File: src/rtl/core/line_plane_intersection_assert.svh
// assertion macros for the rtl, clocked on clk with rst_n as reset
`ifndef LINE_PLANE_INTERSECTION_ASSERT_SVH
`define LINE_PLANE_INTERSECTION_ASSERT_SVH

// same-cycle implication
`define LPI_ASSERT_IMPL(label, ante, cons) \
    label: assert property (@(posedge clk) disable iff (!rst_n) (ante) |-> (cons)) \
        else $error("lpi assertion failed");

// next-cycle implication
`define LPI_ASSERT_NEXT(label, ante, cons) \
    label: assert property (@(posedge clk) disable iff (!rst_n) (ante) |=> (cons)) \
        else $error("lpi assertion failed");

`endif

File: src/rtl/core/lpi_pkg.sv
package lpi_pkg;

    localparam int WORD_BITS_DEF   = 32;
    localparam int FRAC_BITS_DEF   = 16;
    localparam int QUEUE_DEPTH_DEF = 2;
    localparam int CFG_INDEX_BITS  = 2;

    typedef enum logic [CFG_INDEX_BITS-1:0] {
        REG_PLANE_A      = 2'd0,
        REG_PLANE_B      = 2'd1,
        REG_PLANE_C      = 2'd2,
        REG_PLANE_OFFSET = 2'd3
    } cfg_reg_t;

    // per-item control that travels with the payload
    typedef struct packed {
        logic valid;
        logic exists;
        logic par;
    } lpi_ctrl_t;

endpackage

File: src/rtl/core/lpi_queue.sv
module lpi_queue #(
    parameter int DATA_BITS = 8,
    parameter int DEPTH     = lpi_pkg::QUEUE_DEPTH_DEF
) (
    input  logic                 clk,
    input  logic                 rst_n,
    input  logic                 push,
    input  logic [DATA_BITS-1:0] push_data,
    output logic                 full,
    output logic                 pop_valid,
    output logic [DATA_BITS-1:0] pop_data
);

    localparam int PTR_BITS = (DEPTH > 1) ? $clog2(DEPTH) : 1;
    localparam int CNT_BITS = $clog2(DEPTH + 1);

    logic [DATA_BITS-1:0] mem [DEPTH];
    logic [PTR_BITS-1:0]  wr_ptr_reg, rd_ptr_reg;
    logic [CNT_BITS-1:0]  count_reg;
    logic                 pop;
    logic                 do_push;
    logic                 pop_valid_reg;
    logic [DATA_BITS-1:0] pop_data_reg;

    // the back end never stalls: drain whenever something is held
    assign pop     = (count_reg != '0);
    // a full queue is always popping, so the slot frees in the same cycle
    assign do_push = push && ((count_reg != CNT_BITS'(DEPTH)) || pop);
    assign full    = (count_reg == CNT_BITS'(DEPTH));

    always_ff @(posedge clk or negedge rst_n)
    begin
        if (!rst_n)
        begin
            wr_ptr_reg    <= '0;
            rd_ptr_reg    <= '0;
            count_reg     <= '0;
            pop_valid_reg <= 1'b0;
        end
        else
        begin
            if (do_push)
            begin
                wr_ptr_reg <= (wr_ptr_reg == PTR_BITS'(DEPTH - 1)) ? '0 : wr_ptr_reg + 1'b1;
            end
            if (pop)
            begin
                rd_ptr_reg <= (rd_ptr_reg == PTR_BITS'(DEPTH - 1)) ? '0 : rd_ptr_reg + 1'b1;
            end
            count_reg     <= count_reg + CNT_BITS'(do_push) - CNT_BITS'(pop);
            pop_valid_reg <= pop;
        end
    end

    always_ff @(posedge clk)
    begin
        if (do_push)
        begin
            mem[wr_ptr_reg] <= push_data;
        end
        if (pop)
        begin
            pop_data_reg <= mem[rd_ptr_reg];
        end
    end

    assign pop_valid = pop_valid_reg;
    assign pop_data  = pop_data_reg;

endmodule

File: config.mk
export PLATFORM = sky130hd
export DESIGN_NAME = lpi_queue
export DESIGN_NICKNAME = d
export VERILOG_FILES = /design/src/rtl/core/line_plane_intersection_assert.svh /design/src/rtl/core/lpi_pkg.sv /design/src/rtl/core/lpi_queue.sv
export SDC_FILE = /design/constraint.sdc
export NUM_CORES = 1
export LEC_CHECK = 0
export BUFFER_PORTS_ARGS = -buffer_cell sky130_fd_sc_hd__buf_2
export CORE_UTILIZATION = 50
export DETAILED_ROUTE_END_ITERATION = 10
export PLACE_DENSITY = 0.74
export SYNTH_ARGS = -nofsm -noshare
export SYNTH_HDL_FRONTEND = slang
export SYNTH_SLANG_ARGS = --single-unit
File: constraint.sdc
create_clock -name clk -period 2.58 [get_ports clk]
set_input_delay 0.258 -clock clk [delete_from_list [all_inputs] [get_ports clk]]
set_output_delay 0.258 -clock clk [all_outputs]
set_load 0.05 [all_outputs]
**Word-level counts from Yosys, hierarchy flattened**

Memory sizes are Yosys's and may differ from the RTL's. A register that Yosys moved wholly into a read port is not among the register bits.
Index checks and enable logic that the tools add are counted.
W data, S select, Z words.

- Add/sub/neg operators: 4
- Multipliers: 0
- Div/mod/pow operators: 0
- Magnitude comparators: 0
- Equal/unequal tests: 2
- Shifts and indexed selects: 0
- Multiplexer cells: 4
- Bitwise logic cells: 0
- Reductions and logical operators: 3

Operators with widths:

| kind | count |
|---|---|
| $mux W1 | 4 |
| $add A1 B1 Y1 const B | 2 |
| $add A2 B1 Y2 | 1 |
| $eq A2 B2 Y1 const B | 1 |
| $ne A2 B2 Y1 const B | 1 |
| $reduce_bool A2 Y1 | 1 |
| $sub A2 B1 Y2 | 1 |
| $logic_and A1 B1 Y1 | 1 |
| $logic_or A1 B1 Y1 | 1 |

- Register bits after elaboration: 5
- Latch bits: 0
- Memory bits (writable): 16
- ROM bits: 0
- Input bits: 11
- Output and inout port bits: 10
- Word-level logic and storage cells: 18
- Memories kept: 1

Memories:

| name | words | width | read ports | clocked after memory_dff | write ports | line | source |
|---|---|---|---|---|---|---|---|
| mem | 2 | 8 | 1 | 1 | 1 | lpi_queue.sv:17 | `logic [DATA_BITS-1:0] mem [DEPTH];` |

**Longest topological paths before layout**

- Depth after elaboration: 5
- Depth in mapped cells: 4

**Least setup slack after synthesis**

OpenSTA, ideal clock, no wires.

- Path type: flip-flop to output port
- Start: register count_reg[0]
- End: output port full
- Data arrival time: 1.087 ns
- Required time: 2.322 ns
- Slack: 1.235 ns
- Cell stages (with the launch flop): 2
- Buffers on the path: 0
- Cell sequence: dfrtp_1 nor2b_1

- Word-level cells in the longest chain between the ends: 1

Ends and longest elaborated chain:

| item | line | source |
|---|---|---|
| start: declaration | lpi_queue.sv:19 | `logic [CNT_BITS-1:0] count_reg;` |
| start signal: assignment | lpi_queue.sv:50 | `count_reg <= count_reg + CNT_BITS'(do_push) - CNT_BITS'(pop);` |
| $eq A2 B2 Y1 | lpi_queue.sv:29 | `assign full = (count_reg == CNT_BITS'(DEPTH));` |
| end: declaration | lpi_queue.sv:9 | `output logic full,` |

No other way between the ends.

**Worst setup path in the final report**

- Start: register count_reg[1]
- End: output port full

Same word-level chain as after synthesis.

==> results.md <==
- Multi-input logic area: 173 µm²
- H-Tree Depth: 2
- Routed wire length: 1330 µm
- CP max stage delay: 0.40 ns
- Crit path from: count_reg[1]
- Fin crit period: 1.37 ns
- Port Buffer Count: 20
- Diodes inserted: 0
- Slew Viols, Final: 0
- Number of core rows: 16
- #FFs+latches synth: 29
- Fill count: 149
- Critical path fanouts, max: 4
- Final cell count without fillers: 105
- Initial DRC count: 7
- First-pass GRT wire length: 2000 µm
- Vias/cell: 4.70
- CTS Sinks: 29
- TNS Setup: 0 ns
- Critical Path RT: 2.32 ns
- WL/cell: 12.6 µm
- DRT antenna net count: 0
- DRC: 0
- Register area share after synthesis: 82.3%
- Status: complete, no violations
- Synth Net Count: 62
- Placed Instances: 96
- Worst vdd ir: 0.000722 V
- Dpl hpwl: 866 µm
- Fmax: 731 MHz
- Clk Tree Root Cell: clkbuf_4
- Area Growth Syn to Fin: 18.4%
- GPL Wtd Cong: 0.636
- Post-synth top cells: edfxtp_1 (24), mux2_2 (8), dfrtp_1 (5)
- Ys Warns: 0
- Core area: 1940 µm²
- Worst min-delay path startpoint: push_data[6]
- Reg clk slew, reported paths: 0.08 ns
- Vias: 494
- Critical path class: flop to primary output
- Initial antenna violation count: 0
- Post-synthesis instance total: 50
- Max reg flops: 16
- Gr ovfl total: 0
- # Max-Cap Violations: 0
- CP max-delay cell: dfrtp_1
- CP Buf/Inv Count: 1
- Reg2reg start: wr_ptr_reg
- Hold Crit Class: primary input to flop
- RSZ-0062 raised after global routing: no
- Worst skew pair latency: 0.32 ns
- Synth area leader: edfxtp_1
- Final Setup Violations: 0
- CTS tree: yes
- Final hold vios: 0
- Share of layout cells above drive strength 1: 43.6%
- Mapped Area: 1030 µm²
- CP delay by family, top: flip-flops
- Die extent in y: 47.3 µm
- Worst rel slew slack: 55.4%
- Top-count cell post-synth: edfxtp_1
- Arr. time, crit path: 1.11 ns
- Nets@finish: 89
- CP Capture Type: primary output
- Dominant cells by area after synthesis: edfxtp_1 (70%), dfrtp_1 (12%), mux2_2 (8.8%), xnor2_1 (2.6%), ha_1 (1.2%)
- Die ar.: 2240 µm²
- Initial Utilization: 52.9%
- Worst slew pin tran: 0.668 ns
- Most used DFF post-synth: edfxtp_1
- Number of synthesized flops with an enable pin: 24
- Pwr per Cell Area: 1320 nW/µm²
- Synth unique cells: 13
- Leak: 0.466 nW
- Vias in the first global route: 436
- Final period utilization: 53.0%
- Final Util: 62.6%
- Total CTS buffers: 5
- Synth top area share: 70.2%
- Avg Cell Area, Syn: 20.5 µm²
- Die X: 47.3 µm
- Gr usage total: 15.4%
- Clk buf depth: 2
- FF+latch area: 846 µm²
- Post-synthesis async set-or-reset flop share: 17.2%
- Total Power: 1.60 mW
- Largest net degree at the start of global routing: 10
- Worst Setup Start Kind: flop
- CP cell instances: nor2b_1 > buf_2
- Drt pass-1 iters: 4
- Layout Skew: 0.00240 ns
- # IOs: 21
cell families after synthesis:
logic type / share of synthesized area (%)
AND/OR/NAND/NOR: 2.92
buffers and inverters: 0.852
flip-flops: 82.3
multiplexers: 8.77
AO/OA/AOI/OAI: 0.487
XOR/XNOR: 3.41
adder cells (fa/ha/maj): 1.22
routing by layer:
layer / global-route usage, % / vias up / wire length (µm) / share of wire, %
met5: 0 / - / 0 / 0
met4: 12.0 / 0 / 45 / 3.4
met3: 10.4 / 5 / 78 / 5.9
met2: 21.6 / 15 / 699 / 53
met1: 16.1 / 232 / 502 / 38
li1: - / 242 / - / -
repair_timing:
item | CTS | global route
setup buffers | 0 | 0
resized for setup | 0 | 0
hold endpoints to repair | 5 | 0
hold buffers | 1 | 0
path summary, 6_finish.rpt:
path,endpoint,slack [ns],cells after the start
max in group asynchronous,count_reg[1],2.18,2
setup / recovery,full,1.21,2
hold reg to reg,wr_ptr_reg,0.50,1
hold / removal,mem[0][6],0.12,1
min in group asynchronous,rd_ptr_reg,0.27,2
setup reg to reg,mem[0][4],1.27,1
metrics by stage:
| step | worst slack (ns) | hold slack [ns] | area (µm²) |
|---|---|---|---|
| finish | 1.21 | 0.123 | 1220 |
| global route | 1.12 | 0.0961 | 1220 |
| CTS | 1.19 | 0.107 | 1220 |
| floorplan | 1.24 | -0.0376 | 1030 |
| detailed placement | 1.22 | 0.0786 | 1160 |
| global placement | 1.26 | 0.0776 | 1160 |
report_power, final:
group / internal (mW) / switching [mW]
combinational: 0.166 / 0.420
clock: 0.0981 / 0.143
sequential: 0.704 / 0.0707
total: 0.968 / 0.634
layout make-up:
cell class | count | share of cell area, %
clock buffer | 5 | 3.09
clock inverter | 3 | 1.03
sequential | 29 | 69.5
tap | 27 | 2.78
multi-input combinational | 19 | 14.2
timing repair buffer | 21 | 9.05
inverter | 1 | 0.309
placed cells by master, fill, tap and decap left out, drive strengths merged:
cell,instances
clkbuf,5
and2,1
buf,20
nor2b,2
nor3b,1
clkinv,3
dfrtp,5
nor2,1
edfxtp,24
mux2,8
xnor2,3
a21oi,1
dlygate4sd3,1
ha,1
inv,1
xor2,1
(Power assumes the default switching activity.)
